`src/hw/rtl/lpfs_pkg.sv`:
```
// Package: shared types, constants and the per-byte frame step of the frame stripper.
`timescale 1ns / 1ps
package lpfs_pkg;

	localparam int LPFS_HEADER_BYTES = 256;
	localparam int LPFS_PREFIX_BYTES = 4;
	localparam int LPFS_QDEPTH       = 4;

	localparam logic [16:0] TAG_INDEX  = 17'd16;
	localparam logic [16:0] FLAG_INDEX = 17'd17;
	localparam logic [7:0]  TAG_MARK   = 8'h1c;
	localparam logic [7:0]  FLAG_A     = 8'h80;
	localparam logic [7:0]  FLAG_B     = 8'h00;
	localparam logic [7:0]  FLAG_C     = 8'h40;
	localparam logic [7:0]  START_0    = 8'h01;
	localparam logic [7:0]  START_1    = 8'h00;
	localparam logic [7:0]  HDR_MIN    = 8'h01;

	typedef enum logic [1:0] {
		PH_DETECT = 2'd0,
		PH_SKIP   = 2'd1,
		PH_FRAME  = 2'd2
	} lpfs_phase_t;

	typedef struct packed {
		logic [7:0] data;
		logic       last;
	} lpfs_res_t;

	typedef struct packed {
		logic [1:0] n;
		lpfs_res_t  r0;
		lpfs_res_t  r1;
	} lpfs_out_t;

	typedef struct packed {
		logic [16:0] pos;
		logic [16:0] total;
		logic [7:0]  tag;
		logic [7:0]  held;
		logic        hvalid;
	} lpfs_frm_t;

	typedef struct packed {
		lpfs_frm_t st;
		lpfs_out_t o;
	} lpfs_step_t;

	function automatic lpfs_out_t lpfs_emit(input lpfs_out_t o, input logic [7:0] d,
		input logic l);
		lpfs_out_t r;
		r = o;
		if (o.n == 2'd0) begin
			r.r0 = '{data: d, last: l};
			r.n  = 2'd1;
		end else if (o.n == 2'd1) begin
			r.r1 = '{data: d, last: l};
			r.n  = 2'd2;
		end
		return r;
	endfunction

	function automatic lpfs_step_t lpfs_push(input lpfs_frm_t s, input logic [7:0] b,
		input lpfs_out_t o, input logic [16:0] prefix);
		lpfs_step_t r;
		logic       keep;
		logic       fin;
		r.st = s;
		r.o  = o;
		keep = 1'b1;
		if (s.pos == prefix - 17'd2) begin
			r.st.total = {9'd0, b};
		end else if (s.pos == prefix - 17'd1) begin
			r.st.total = {1'b0, s.total[7:0], b} + prefix;
		end
		if (s.pos == TAG_INDEX) begin
			r.st.tag = b;
			keep     = 1'b0;
		end else if (s.pos == FLAG_INDEX && s.tag == TAG_MARK
			&& (b inside {FLAG_A, FLAG_B, FLAG_C})) begin
			keep = 1'b0;
		end
		fin = (s.pos >= prefix - 17'd1) && (({1'b0, s.pos} + 18'd1) >= {1'b0, r.st.total});
		if (keep) begin
			if (s.hvalid) begin
				r.o = lpfs_emit(r.o, s.held, 1'b0);
			end
			if (fin) begin
				r.o         = lpfs_emit(r.o, b, 1'b1);
				r.st.hvalid = 1'b0;
			end else begin
				r.st.held   = b;
				r.st.hvalid = 1'b1;
			end
		end else if (fin && s.hvalid) begin
			r.o         = lpfs_emit(r.o, s.held, 1'b1);
			r.st.hvalid = 1'b0;
		end
		if (fin) begin
			r.st.pos   = '0;
			r.st.total = '0;
		end else begin
			r.st.pos = s.pos + 17'd1;
		end
		return r;
	endfunction

endpackage

```
`src/hw/rtl/length_prefixed_frame_stripper.sv`:
```
// A byte is registered, then decided and its results queued once the queue has room.
// One byte per cycle while there is room; results leave one per cycle from a four-entry queue.
// The queue admits a byte only when two result slots are free, as one byte may give two.
// Reset: arst_n clears phase, counters, frame state, held byte and queue at once; no clearing pass.
// Start bytes carry no reset and are always written before use.
`timescale 1ns / 1ps
module length_prefixed_frame_stripper #(
	parameter int HEADER_BYTES = lpfs_pkg::LPFS_HEADER_BYTES,
	parameter int PREFIX_BYTES = lpfs_pkg::LPFS_PREFIX_BYTES
) (
	input  logic       clk,
	input  logic       arst_n,
	input  logic       in_valid,
	output logic       in_ready,
	input  logic [7:0] in_byte,
	output logic       out_valid,
	input  logic       out_ready,
	output logic [7:0] out_byte,
	output logic       last_byte
);
	import lpfs_pkg::*;

	lpfs_out_t wr;
	logic      room;

	lpfs_core #(
		.HEADER_BYTES(HEADER_BYTES),
		.PREFIX_BYTES(PREFIX_BYTES)
	) u_core (
		.clk     (clk),
		.arst_n  (arst_n),
		.in_valid(in_valid),
		.in_ready(in_ready),
		.in_byte (in_byte),
		.room    (room),
		.wr      (wr)
	);

	lpfs_fifo u_fifo (
		.clk      (clk),
		.arst_n   (arst_n),
		.wr       (wr),
		.room     (room),
		.out_valid(out_valid),
		.out_ready(out_ready),
		.out_byte (out_byte),
		.last_byte(last_byte)
	);

endmodule

```
`src/hw/rtl/lpfs_core.sv`:
```
// Core: input register, header detection and skip, per-frame byte filtering.
`timescale 1ns / 1ps
module lpfs_core #(
	parameter int HEADER_BYTES = lpfs_pkg::LPFS_HEADER_BYTES,
	parameter int PREFIX_BYTES = lpfs_pkg::LPFS_PREFIX_BYTES
) (
	input  logic                clk,
	input  logic                arst_n,
	input  logic                in_valid,
	output logic                in_ready,
	input  logic [7:0]          in_byte,
	input  logic                room,
	output lpfs_pkg::lpfs_out_t wr
);
	import lpfs_pkg::*;

	localparam logic [16:0] PREFIX = 17'(PREFIX_BYTES);
	localparam logic [8:0]  HDR_END = 9'(HEADER_BYTES);

	logic        valid_s1;
	logic [7:0]  byte_s1;
	logic        advance;
	lpfs_phase_t phase_q, phase_d;
	logic [7:0]  hc_q, hc_d;
	logic [7:0]  start0_q, start1_q;
	lpfs_frm_t   frm_q;
	logic        hdr_match;
	logic        replay;
	logic        framing;
	lpfs_step_t  p1, p2, p3, res;

	assign advance   = valid_s1 && room;
	assign in_ready  = !valid_s1 || advance;
	assign hdr_match = (start0_q == START_0) && (start1_q == START_1) && (byte_s1 >= HDR_MIN);
	assign replay    = (phase_q == PH_DETECT) && (hc_q >= 8'd2) && !hdr_match;
	assign framing   = phase_q == PH_FRAME;

	always_ff @(posedge clk or negedge arst_n) begin
		if (!arst_n) begin
			valid_s1 <= 1'b0;
		end else if (in_valid && in_ready) begin
			valid_s1 <= 1'b1;
		end else if (advance) begin
			valid_s1 <= 1'b0;
		end
	end

	always_ff @(posedge clk) begin
		if (in_valid && in_ready) begin
			byte_s1 <= in_byte;
		end
	end

	always_comb begin
		phase_d = phase_q;
		hc_d    = hc_q;
		case (phase_q)
			PH_DETECT: begin
				if (hc_q < 8'd2) begin
					hc_d = hc_q + 8'd1;
				end else if (hdr_match) begin
					hc_d    = 8'd3;
					phase_d = (HDR_END <= 9'd3) ? PH_FRAME : PH_SKIP;
				end else begin
					hc_d    = '0;
					phase_d = PH_FRAME;
				end
			end
			PH_SKIP: begin
				if ({1'b0, hc_q} + 9'd1 >= HDR_END) begin
					hc_d    = '0;
					phase_d = PH_FRAME;
				end else begin
					hc_d = hc_q + 8'd1;
				end
			end
			PH_FRAME: begin
				phase_d = PH_FRAME;
			end
			default: begin
				phase_d = PH_FRAME;
			end
		endcase
	end

	always_comb begin
		p1  = lpfs_push(frm_q, replay ? start0_q : byte_s1, '0, PREFIX);
		p2  = lpfs_push(p1.st, start1_q, p1.o, PREFIX);
		p3  = lpfs_push(p2.st, byte_s1, p2.o, PREFIX);
		res = replay ? p3 : p1;
		wr  = (advance && (replay || framing)) ? res.o : '0;
	end

	always_ff @(posedge clk or negedge arst_n) begin
		if (!arst_n) begin
			phase_q <= PH_DETECT;
			hc_q    <= '0;
			frm_q   <= '0;
		end else if (advance) begin
			phase_q <= phase_d;
			hc_q    <= hc_d;
			if (replay || framing) begin
				frm_q <= res.st;
			end
		end
	end

	always_ff @(posedge clk) begin
		if (advance && phase_q == PH_DETECT && hc_q < 8'd2) begin
			if (hc_q[0]) begin
				start1_q <= byte_s1;
			end else begin
				start0_q <= byte_s1;
			end
		end
	end

`ifndef SYNTHESIS
	a_detect_clean: assert property (@(posedge clk) disable iff (!arst_n)
		phase_q == PH_DETECT |-> frm_q.pos == '0 && !frm_q.hvalid)
		else $error("frame state busy during header detection");
	a_skip_bound: assert property (@(posedge clk) disable iff (!arst_n)
		phase_q == PH_SKIP |-> {1'b0, hc_q} < HDR_END)
		else $error("header count past header end");
	a_push_only_on_advance: assert property (@(posedge clk) disable iff (!arst_n)
		wr.n != 2'd0 |-> advance && (replay || framing))
		else $error("result pushed without a processed transaction");
`endif

endmodule

```
`src/hw/rtl/lpfs_fifo.sv`:
```
// Result queue: takes up to two results per cycle, delivers one per transaction.
`timescale 1ns / 1ps
module lpfs_fifo (
	input  logic                clk,
	input  logic                arst_n,
	input  lpfs_pkg::lpfs_out_t wr,
	output logic                room,
	output logic                out_valid,
	input  logic                out_ready,
	output logic [7:0]          out_byte,
	output logic                last_byte
);
	import lpfs_pkg::*;

	localparam int PW = $clog2(LPFS_QDEPTH);
	localparam int CW = $clog2(LPFS_QDEPTH + 1);

	lpfs_res_t     mem_q [LPFS_QDEPTH];
	logic [PW-1:0] head_q, tail_q;
	logic [CW-1:0] count_q;
	logic          pop;

	assign out_valid = count_q != '0;
	assign pop       = out_valid && out_ready;
	assign room      = count_q <= CW'(LPFS_QDEPTH - 2);
	assign out_byte  = mem_q[head_q].data;
	assign last_byte = mem_q[head_q].last;

	always_ff @(posedge clk) begin
		if (wr.n != 2'd0) begin
			mem_q[tail_q] <= wr.r0;
		end
		if (wr.n == 2'd2) begin
			mem_q[tail_q + PW'(1)] <= wr.r1;
		end
	end

	always_ff @(posedge clk or negedge arst_n) begin
		if (!arst_n) begin
			head_q  <= '0;
			tail_q  <= '0;
			count_q <= '0;
		end else begin
			tail_q  <= tail_q + PW'(wr.n);
			head_q  <= head_q + PW'(pop);
			count_q <= count_q + CW'(wr.n) - CW'(pop);
		end
	end

`ifndef SYNTHESIS
	a_no_overflow: assert property (@(posedge clk) disable iff (!arst_n)
		wr.n != 2'd0 |-> room)
		else $error("push into a full result queue");
	a_count_bound: assert property (@(posedge clk) disable iff (!arst_n)
		count_q <= CW'(LPFS_QDEPTH))
		else $error("result queue count out of range");
	a_count_track: assert property (@(posedge clk) disable iff (!arst_n)
		!$past(!arst_n) |-> count_q == $past(count_q) + CW'($past(wr.n)) - CW'($past(pop)))
		else $error("result queue count lost track");
`endif

endmodule
```
`config.mk`:
```
export PLATFORM = sky130hd
export DESIGN_NAME = length_prefixed_frame_stripper
export DESIGN_NICKNAME = d
export VERILOG_FILES = /design/src/hw/rtl/lpfs_pkg.sv /design/src/hw/rtl/length_prefixed_frame_stripper.sv /design/src/hw/rtl/lpfs_core.sv /design/src/hw/rtl/lpfs_fifo.sv
export SDC_FILE = /design/constraint.sdc
export NUM_CORES = 1
export LEC_CHECK = 0
export ABC_CLOCK_PERIOD_IN_PS = 39400
export BUFFER_PORTS_ARGS = -buffer_cell sky130_fd_sc_hd__buf_2
export CAP_MARGIN = 20
export CORE_MARGIN = 5
export CORE_UTILIZATION = 40
export CTS_BUF_LIST = sky130_fd_sc_hd__clkbuf_16
export CTS_CLUSTER_DIAMETER = 50
export DETAILED_ROUTE_END_ITERATION = 8
export SLEW_MARGIN = 20
export SYNTH_ARGS = -nofsm -noshare
export SYNTH_HDL_FRONTEND = slang
export SYNTH_SLANG_ARGS = --single-unit
```
`constraint.sdc`:
```
create_clock -name clk -period 39.4 [get_ports clk]
set_input_delay 7.88 -clock clk [delete_from_list [all_inputs] [get_ports clk]]
set_output_delay 7.88 -clock clk [all_outputs]
set_load 0.01 [all_outputs]
```
==> qor.yml, run 1 <==
cts_tree: "done"
yosysUniqueCellTypes: 100
synthArstFlopShare_pct: 53.49
min_period_ns: 16.92
hold_buffers: 0
gp_congestion: 1.014
slowest_stage: "ha_1"
drtPass1Iterations: 7
h-tree-depth: 4
crit_path_start_kind: "register"
coreArea_sq_um: 34540
num_vias: 14397
totalWireLength_um: 54500
clock_latency_ns: 0.46
post_drt_via_cell_ratio: 6.586
hp-class: "register to register"
grt_max_degree: 58
crit_arrival_ns: 17.01
overflow: 0
grtUsageTotal_pct: 27.57
rows: 68
drive_gt1_share_pct: 9.128
nets: 1820
worstMarginPinSlew_ns: 1.049
clk_pin_slew_worst_paths_ns: 0.08
drt_iter0_markers: 1780
cts_num_sinks: 129
fmax_ghz: 0.05908
synth.avg_cell_area_sq_um: 7.913
path_max_fanout: 39
setup_viol: 0
maxSlewHeadroom_pct: 29.40
port_buffers: 22
fin_skew_ns: 0.02023
max_cap_violations: 0
cts_made_buffers: 17
hpwlAfterDp_um: 41290
maxSlewViolCount: 0
status: "finished clean"
clockRootBuffer: "clkbuf_16"
n_antenna_cell: 0
crit_type: "register to register"
critPathMaxStageDelay_ns: 0.77
cts_setup_buffers: 0
area_growth_pct: 7.744
start_util_pct: 40.46
synthFlopType: "dfrtp_1"
postSynthCellCount: 1766
hold_slack_ns: 0.4941
synth-seq-cells: 129
wl_per_cell_um: 24.93
layout_worst_path_cycle_share_pct: 42.96
ant_nets: 0
critical_path_required_ns: 39.49
endpoint_kind: "register"
hold_viol: 0
fillers: 3489
register_area_sq_um: 3528
grt_pass1_wl_um: 83650
synth_edf_count: 60
fin_setup_tns_ns: 0
first_global_vias: 13591
syn_area_sq_um: 13970
ys_warn_count: 0
antenna_found_initial: 1
cts_buffer_depth: 2
cpMostUsedCell: "ha_1"
die_area_sq_um: 38780
cts_resized: 0
die_x_um: 196.9
syn_nets: 1868
io_pins: 23
die_h_um: 196.9
multi_input_area_sq_um: 9711
rsz0062_at_grt: "no"
ys_seq_area_share_pct: 25.25
final_cell_mix: "nor2_1 (224), nand2_1 (155), o21ai_0 (128)"
final_common_cell: "nor2_1"
drc: 0
-- per-layer routing --
layer	vias up	GRT usage, %	share of wire, %
met1	6916	37.37	42
met4	0	12.12	4.5
met3	168	5.590	9.3
li1	6490	-	-
met2	823	42.74	44
met5	-	0	0
-- flip-flops by register name, summed over array words and instances (netlist names) --
signal,count
u_core.byte_s1,8
u_core.frm_q,51
u_core.hc_q,8
u_core.phase_q,2
u_core.start0_q,8
u_core.start1_q,8
u_core.valid_s1,1
u_fifo.count_q,3
u_fifo.head_q,2
u_fifo.mem_q,36
u_fifo.tail_q,2
-- synth_stat cells, types with 44 or more instances --
library cell	number	area [sq um]
dfrtp_1	69	1727
inv_1	71	266.5
nor2_1	224	840.8
ha_1	89	1114
a21oi_1	110	550.5
mux2i_1	78	780.8
nand2_1	155	581.8
nand3_1	47	235.2
nor3_1	44	220.2
clkbuf_1	81	304.0
o21ai_0	129	645.6
edfxtp_1	60	1802
-- worst max-delay path, delay by kind of cell, from the launching register on --
| kind | cells | cell delay [ns] |
|---|---|---|
| compound gates | 26 | 7.11 |
| simple gates | 11 | 4.04 |
| fa+ha+maj | 7 | 2.40 |
| buf+inv | 6 | 1.44 |
| flops | 1 | 0.72 |
| xor+xnor | 2 | 0.47 |
| mux | 1 | 0.33 |
-- logic make-up (layout without fill, tap and decap cells) --
| kind of cell | after synthesis | after routing | share of synthesized area [%] |
|---|---|---|---|
| multiplexers | 105 | 105 | 8.515 |
| AND/OR/NAND/NOR | 677 | 677 | 24.13 |
| XOR/XNOR | 62 | 62 | 3.886 |
| buffers and inverters | 188 | 153 | 5.488 |
| flip-flops | 129 | 129 | 25.25 |
| adder cells (fa/ha/maj) | 91 | 91 | 8.183 |
| AO/OA/AOI/OAI | 514 | 514 | 24.55 |
-- layout make-up --
class                   count  area share (%)
clock buffers              17           2.825
repair buffers             47           1.994
clock inverters            15           1.629
well taps                 455           3.781
flip-flops and latches    129           23.43
inverters                  74           1.845
multi-input cells        1449           64.49
-- through the flow --
stage	worst slack (ns)	cells	cell area [sq um]	util [%]
after floorplan	25.95	1766	13970	-
after global placement	23.35	2154	14390	41.65
after detailed placement	22.89	2154	14390	41.65
after CTS	22.80	2186	15060	43.59
after global routing	21.27	2186	15060	43.59
final	22.48	2186	15060	43.59
-- final timing paths --
check / cells past startpoint / end / startpoint / slack, ns
max: 53 / u_fifo.mem_q[2][1] / u_core.byte_s1[2] / 22.48
min: 2 / u_core.frm_q[30] / u_core.frm_q[30] / 0.49
max reg2reg: 53 / u_fifo.mem_q[2][1] / u_core.byte_s1[2] / 22.48
min reg2reg: 2 / u_core.frm_q[30] / u_core.frm_q[30] / 0.49
max in group asynchronous: 2 / u_core.frm_q[8] / arst_n / 31.07
min in group asynchronous: 1 / u_core.frm_q[42] / arst_n / 7.35
Power of run 1 is not shown: default switching activity piles up to over one toggle a cycle in this logic, so the estimate is an artifact.
==> inputs of run 2 (changes only) <==
--- a/config.mk
+++ b/config.mk
@@ -5,7 +5,7 @@
 export SDC_FILE = /design/constraint.sdc
 export NUM_CORES = 1
 export LEC_CHECK = 0
-export ABC_CLOCK_PERIOD_IN_PS = 39400
+export ABC_CLOCK_PERIOD_IN_PS = 16120
 export BUFFER_PORTS_ARGS = -buffer_cell sky130_fd_sc_hd__buf_2
 export CAP_MARGIN = 20
 export CORE_MARGIN = 5
==> constraint.sdc (replaced) <==
create_clock -name clk -period 16.12 [get_ports clk]
set_input_delay 3.224 -clock clk [delete_from_list [all_inputs] [get_ports clk]]
set_output_delay 3.224 -clock clk [all_outputs]
set_load 0.01 [all_outputs]
==> run 2 against run 1 <==
Setup slack got worse by 22 ns; sequential share of layout area shrank 0.062 points; register-to-register slack got worse by 22 ns; wire length down 2.3%; critical endpoint is now u_core.frm_q[33]; highest routed layer unchanged.
==> qor.yml, run 2 (synthesized netlist as in run 1, its figures left out) <==
r2r_setup_slack_ns: 0.74  # was 22.48 ns
die_area_sq_um: 38780  # unchanged
cts_made_buffers: 17  # unchanged
port_buffers: 22  # unchanged
final_common_cell: "nor2_1"  # unchanged
worstHoldStart: "u_core.frm_q[30]"  # unchanged
h-tree-depth: 4  # unchanged
setup_viol: 0  # unchanged
drc: 0  # unchanged
start_util_pct: 40.46  # unchanged
grt_max_degree: 56  # was 58
rows: 68  # unchanged
grt_pass1_wl_um: 81620  # was 83,650 um
largest_register_ffs: 51  # unchanged
clk_pin_slew_worst_paths_ns: 0.07  # was 0.08 ns
regMostFlops: "u_core.frm_q"  # unchanged
path_max_fanout: 44  # was 39
die_x_um: 196.9  # unchanged
io_pins: 23  # unchanged
critPathMaxStageDelay_ns: 0.72  # was 0.77 ns
hp-class: "register to register"  # unchanged
clock_latency_ns: 0.45  # was 0.46 ns
cpMostUsedCell: "ha_1"  # unchanged
n_antenna_cell: 0  # unchanged
critical_path_required_ns: 16.48  # was 39.49 ns
fin_skew_ns: 0.01874  # was 0.02023 ns
clockRootBuffer: "clkbuf_16"  # unchanged
endpoint_kind: "register"  # unchanged
crit_type: "register to register"  # unchanged
hold_buffers: 0  # unchanged
first_global_vias: 13515  # was 13,591
post_drt_via_cell_ratio: 6.441  # was 6.586
area_growth_pct: 8.031  # was 7.744%
drive_gt1_share_pct: 9.879  # was 9.128%
overflow: 0  # unchanged
drt_iter0_markers: 1809  # was 1,780
final_cell_mix: "nor2_1 (224), nand2_1 (155), o21ai_0 (129)"  # was nor2_1 (224), nand2_1 (155), o21ai_0 (128)
wl_per_cell_um: 24.25  # was 24.93 um
min_period_ns: 15.38  # was 16.92 ns
max_cap_violations: 0  # unchanged
slowest_stage: "o21ai_0"  # was ha_1
ant_nets: 0  # unchanged
rsz0062_at_grt: "no"  # unchanged
top_regs: "u_core.frm_q x51, u_fifo.mem_q x36"  # unchanged
cts_tree: "done"  # unchanged
reg2reg_from: "u_core.byte_s1[3]"  # was u_core.byte_s1[2]
gp_congestion: 1.027  # was 1.014
antenna_found_initial: 0  # was 1
crit_arrival_ns: 15.74  # was 17.01 ns
cts_num_sinks: 129  # unchanged
maxSlewHeadroom_pct: 23.70  # was 29.40%
maxSlewViolCount: 0  # unchanged
drtPass1Iterations: 6  # was 7
hpwlAfterDp_um: 40500  # was 41,290 um
fin_setup_tns_ns: 0  # unchanged
die_h_um: 196.9  # unchanged
crit_path_start: "u_core.byte_s1[3]"  # was u_core.byte_s1[2]
status: "finished clean"  # unchanged
crit_path_start_kind: "register"  # unchanged
num_vias: 14144  # was 14,397
layout_worst_path_cycle_share_pct: 95.42  # was 42.96%
nets: 1830  # was 1,820
worstMarginPinSlew_ns: 1.113  # was 1.049 ns
cts_buffer_depth: 2  # unchanged
fmax_ghz: 0.06501  # was 0.05908 GHz
coreArea_sq_um: 34540  # unchanged
fillers: 3465  # was 3,489
totalWireLength_um: 53260  # was 54,500 um
hold_viol: 0  # unchanged
grtUsageTotal_pct: 26.91  # was 27.57%
-- run 2: path summary, 6_finish.rpt --
path	to	depth (start not counted)
worst max-delay path	u_core.frm_q[33]	53
max in group asynchronous	u_core.frm_q[5]	2
min in group asynchronous	u_core.frm_q[48]	1
worst min register to register	u_core.frm_q[30]	2
worst min-delay path	u_core.frm_q[30]	2
worst max register to register	u_core.frm_q[33]	53
-- run 2: area by class of cell --
class / count / area [sq um] / share of cell area, %
Inverter: 74 / 277.8 / 1.840
Clock buffer: 17 / 425.4 / 2.818
Clock inverter: 15 / 196.4 / 1.301
Sequential cell: 129 / 3528 / 23.37
Multi-Input combinational cell: 1449 / 9724 / 64.41
Tap cell: 455 / 569.3 / 3.771
Timing Repair Buffer: 57 / 375.4 / 2.486
-- run 2: through the flow --
stage / cell area [sq um] / hold slack [ns] / std cells / utilization, % / worst slack (ns)
floorplan: 13970 / 0.4430 / 1766 / - / 2.674
global placement: 14420 / 0.4740 / 2159 / 41.74 / 1.057
detailed placement: 14420 / 0.4727 / 2159 / 41.74 / 0.6853
CTS: 15040 / 0.4883 / 2191 / 43.54 / 0.6762
global route: 15100 / 0.5325 / 2196 / 43.70 / 0.01046
finish: 15100 / 0.4817 / 2196 / 43.70 / 0.7378
-- run 2: routing by layer --
| layer | vias up | global-route usage (%) | routed length (um) |
|---|---|---|---|
| li1 | 6495 | - | - |
| met1 | 6668 | 35.50 | 21800 |
| met2 | 820 | 42.58 | 23900 |
| met3 | 161 | 5.385 | 4895 |
| met4 | 0 | 12.51 | 2662 |
| met5 | - | 0 | 0 |
-- run 2: repair_timing --
action | CTS | global route
setup endpoints to repair | 0 | 78
setup buffers | 0 | 5
gates resized for setup | 0 | 4
-- run 2: critical path, delay by kind of cell, from the launching register on --
family | cells | cell delay (ns)
simple gates | 18 | 5.25
compound gates | 21 | 5.17
fa+ha+maj | 6 | 2.03
buf+inv | 5 | 1.24
mux | 2 | 0.76
flops | 1 | 0.65
xor+xnor | 1 | 0.16
Power of run 2 is left out for the same reason.
==> inputs of run 3 (changes only) <==
--- a/config.mk
+++ b/config.mk
@@ -8,7 +8,6 @@
 export ABC_CLOCK_PERIOD_IN_PS = 16120
 export BUFFER_PORTS_ARGS = -buffer_cell sky130_fd_sc_hd__buf_2
 export CAP_MARGIN = 20
-export CORE_MARGIN = 5
 export CORE_UTILIZATION = 40
 export CTS_BUF_LIST = sky130_fd_sc_hd__clkbuf_16
 export CTS_CLUSTER_DIAMETER = 50
==> run 3 against run 2 <==
The run now ends with DRC left; clock skew fell by 0.0065 ns; non-clock buffer count grew 1; first-iteration DRC count increased by 12%; sequential share of layout area increased by 0.056 points; via count rose by 1.1%; register-to-register slack better by 0.24 ns; core utilization barely moved; fmax increased by 1.6%; cell area decreased by 0.24%; critical endpoint is now u_fifo.count_q[2].
==> qor.yml, run 3 (synthesized netlist as in run 1, its figures left out) <==
grtUsageTotal_pct: 30.52  # was 26.91%
area_growth_pct: 7.772  # was 8.031%
drive_gt1_share_pct: 10.05  # was 9.879%
clockRootBuffer: "clkbuf_16"  # unchanged
final_common_cell: "nor2_1"  # unchanged
endpoint_kind: "register"  # unchanged
cts_made_buffers: 17  # unchanged
clk_pin_slew_worst_paths_ns: 0.07  # about the same
drt_iter0_markers: 2034  # was 1,809
grt_max_degree: 59  # was 56
crit_path_start_kind: "register"  # unchanged
totalWireLength_um: 54400  # was 53,260 um
top_regs: "u_core.frm_q x51, u_fifo.mem_q x36"  # unchanged
cts_buffer_depth: 2  # unchanged
grt_pass1_wl_um: 82770  # was 81,620 um
fmax_ghz: 0.06606  # was 0.06501 GHz
final_cell_mix: "nor2_1 (223), nand2_1 (155), o21ai_0 (129)"  # was nor2_1 (224), nand2_1 (155), o21ai_0 (129)
maxSlewViolCount: 0  # unchanged
cts_tree: "done"  # unchanged
hold_buffers: 0  # unchanged
layout_worst_path_cycle_share_pct: 93.91  # was 95.42%
maxSlewHeadroom_pct: 20.95  # was 23.70%
overflow: 0  # unchanged
drtPass1Iterations: 8  # was 6
drc: 2  # was 0
num_vias: 14302  # was 14,144
clock_latency_ns: 0.46  # was 0.45 ns
hp-class: "register to register"  # unchanged
nets: 1831  # was 1,830
critPathMaxStageDelay_ns: 0.76  # was 0.72 ns
rows: 68  # unchanged
critical_path_required_ns: 16.46  # was 16.48 ns
slowest_stage: "edfxtp_1"  # was o21ai_0
h-tree-depth: 4  # unchanged
max_cap_violations: 0  # unchanged
io_pins: 23  # unchanged
min_period_ns: 15.14  # was 15.38 ns
crit_family: "compound AO/OA/AOI/OAI gates"  # was simple AND/OR/NAND/NOR gates
largest_register_ffs: 51  # unchanged
crit_buf_inv: 6  # was 5
cts_num_sinks: 129  # unchanged
violations: "DRC"
start_util_pct: 40.56  # was 40.46%
rsz0062_at_grt: "no"  # unchanged
port_buffers: 22  # unchanged
ant_nets: 0  # unchanged
first_global_vias: 13421  # was 13,515
antenna_found_initial: 0  # unchanged
dp_slack_ns: 0.5369  # was 0.6853 ns
path_max_fanout: 15  # was 44
gp_congestion: 1.012  # was 1.027
die_x_um: 188.9  # was 196.9 um
fillers: 3467  # was 3,465
hold_viol: 0  # unchanged
status: "finished, violations left"  # was finished clean
crit_type: "register to register"  # unchanged
setup_viol: 0  # unchanged
worstMarginPinSlew_ns: 1.175  # was 1.113 ns
regMostFlops: "u_core.frm_q"  # unchanged
die_area_sq_um: 35690  # was 38,780 sq um
die_h_um: 188.9  # was 196.9 um
wl_per_cell_um: 24.75  # was 24.25 um
utilization_pct: 43.71  # was 43.70%
crit_arrival_ns: 15.48  # was 15.74 ns
post_drt_via_cell_ratio: 6.507  # was 6.441
fin_skew_ns: 0.01227  # was 0.01874 ns
fin_setup_tns_ns: 0  # unchanged
setup_ws_ns: 0.9811  # was 0.7378 ns
hpwlAfterDp_um: 41520  # was 40,500 um
r2r_setup_slack_ns: 0.98  # was 0.74 ns
coreArea_sq_um: 34460  # was 34,540 sq um
## run 3: stage by stage
step,instance area [sq um],hold WS [ns],cells
2_1_floorplan,13970,0.4430,1766
5_1_grt,15060,0.5034,2197
3_5_place_dp,14460,0.4797,2164
6_report,15060,0.4954,2198
3_3_place_gp,14460,0.4667,2164
4_1_cts,15030,0.4933,2196
## run 3: worst register-to-register path: cells and delay by family (launching register included)
family | cells | cell delay, ns
compound gates | 22 | 6.04
simple gates | 14 | 2.84
fa+ha+maj | 8 | 2.70
mux | 2 | 1.34
buf+inv | 6 | 0.97
flops | 1 | 0.76
xor+xnor | 3 | 0.38
## run 3: path summary, 6_finish.rpt
path	startpoint	end	cells after the start
min in group asynchronous	arst_n	u_core.frm_q[7]	1
worst max-delay path	u_core.byte_s1[2]	u_fifo.count_q[2]	55
max in group asynchronous	arst_n	u_core.phase_q[0]	2
worst min-delay path	u_core.frm_q[30]	u_core.frm_q[30]	2
worst max register to register	u_core.byte_s1[2]	u_fifo.count_q[2]	55
worst min register to register	u_core.frm_q[30]	u_core.frm_q[30]	2
## run 3: layout make-up
class | instances | area (sq um) | area share (%)
Multi-Input combinational cell | 1449 | 9731 | 64.61
Sequential cell | 129 | 3528 | 23.43
Tap cell | 455 | 569.3 | 3.780
Clock buffer | 17 | 425.4 | 2.825
Timing Repair Buffer | 58 | 382.9 | 2.542
Inverter | 74 | 277.8 | 1.844
Clock inverter | 15 | 143.9 | 0.9554
Antenna cell | 1 | 2.502 | 0.01662
## run 3: metal layers
layer  up-vias  GRT usage [%]  share of wire [%]
met4         0          15.69                4.7
li1       6504              -                  -
met3       161          5.598                8.1
met2       761          47.99                 45
met1      6876          39.93                 42
met5         -              0                  0
## run 3: what timing repair did
item / CTS / global route
gates resized for setup: 0 / 5
setup buffers: 0 / 1
setup endpoints to repair: 0 / 84
Power of run 3 is left out for the same reason.
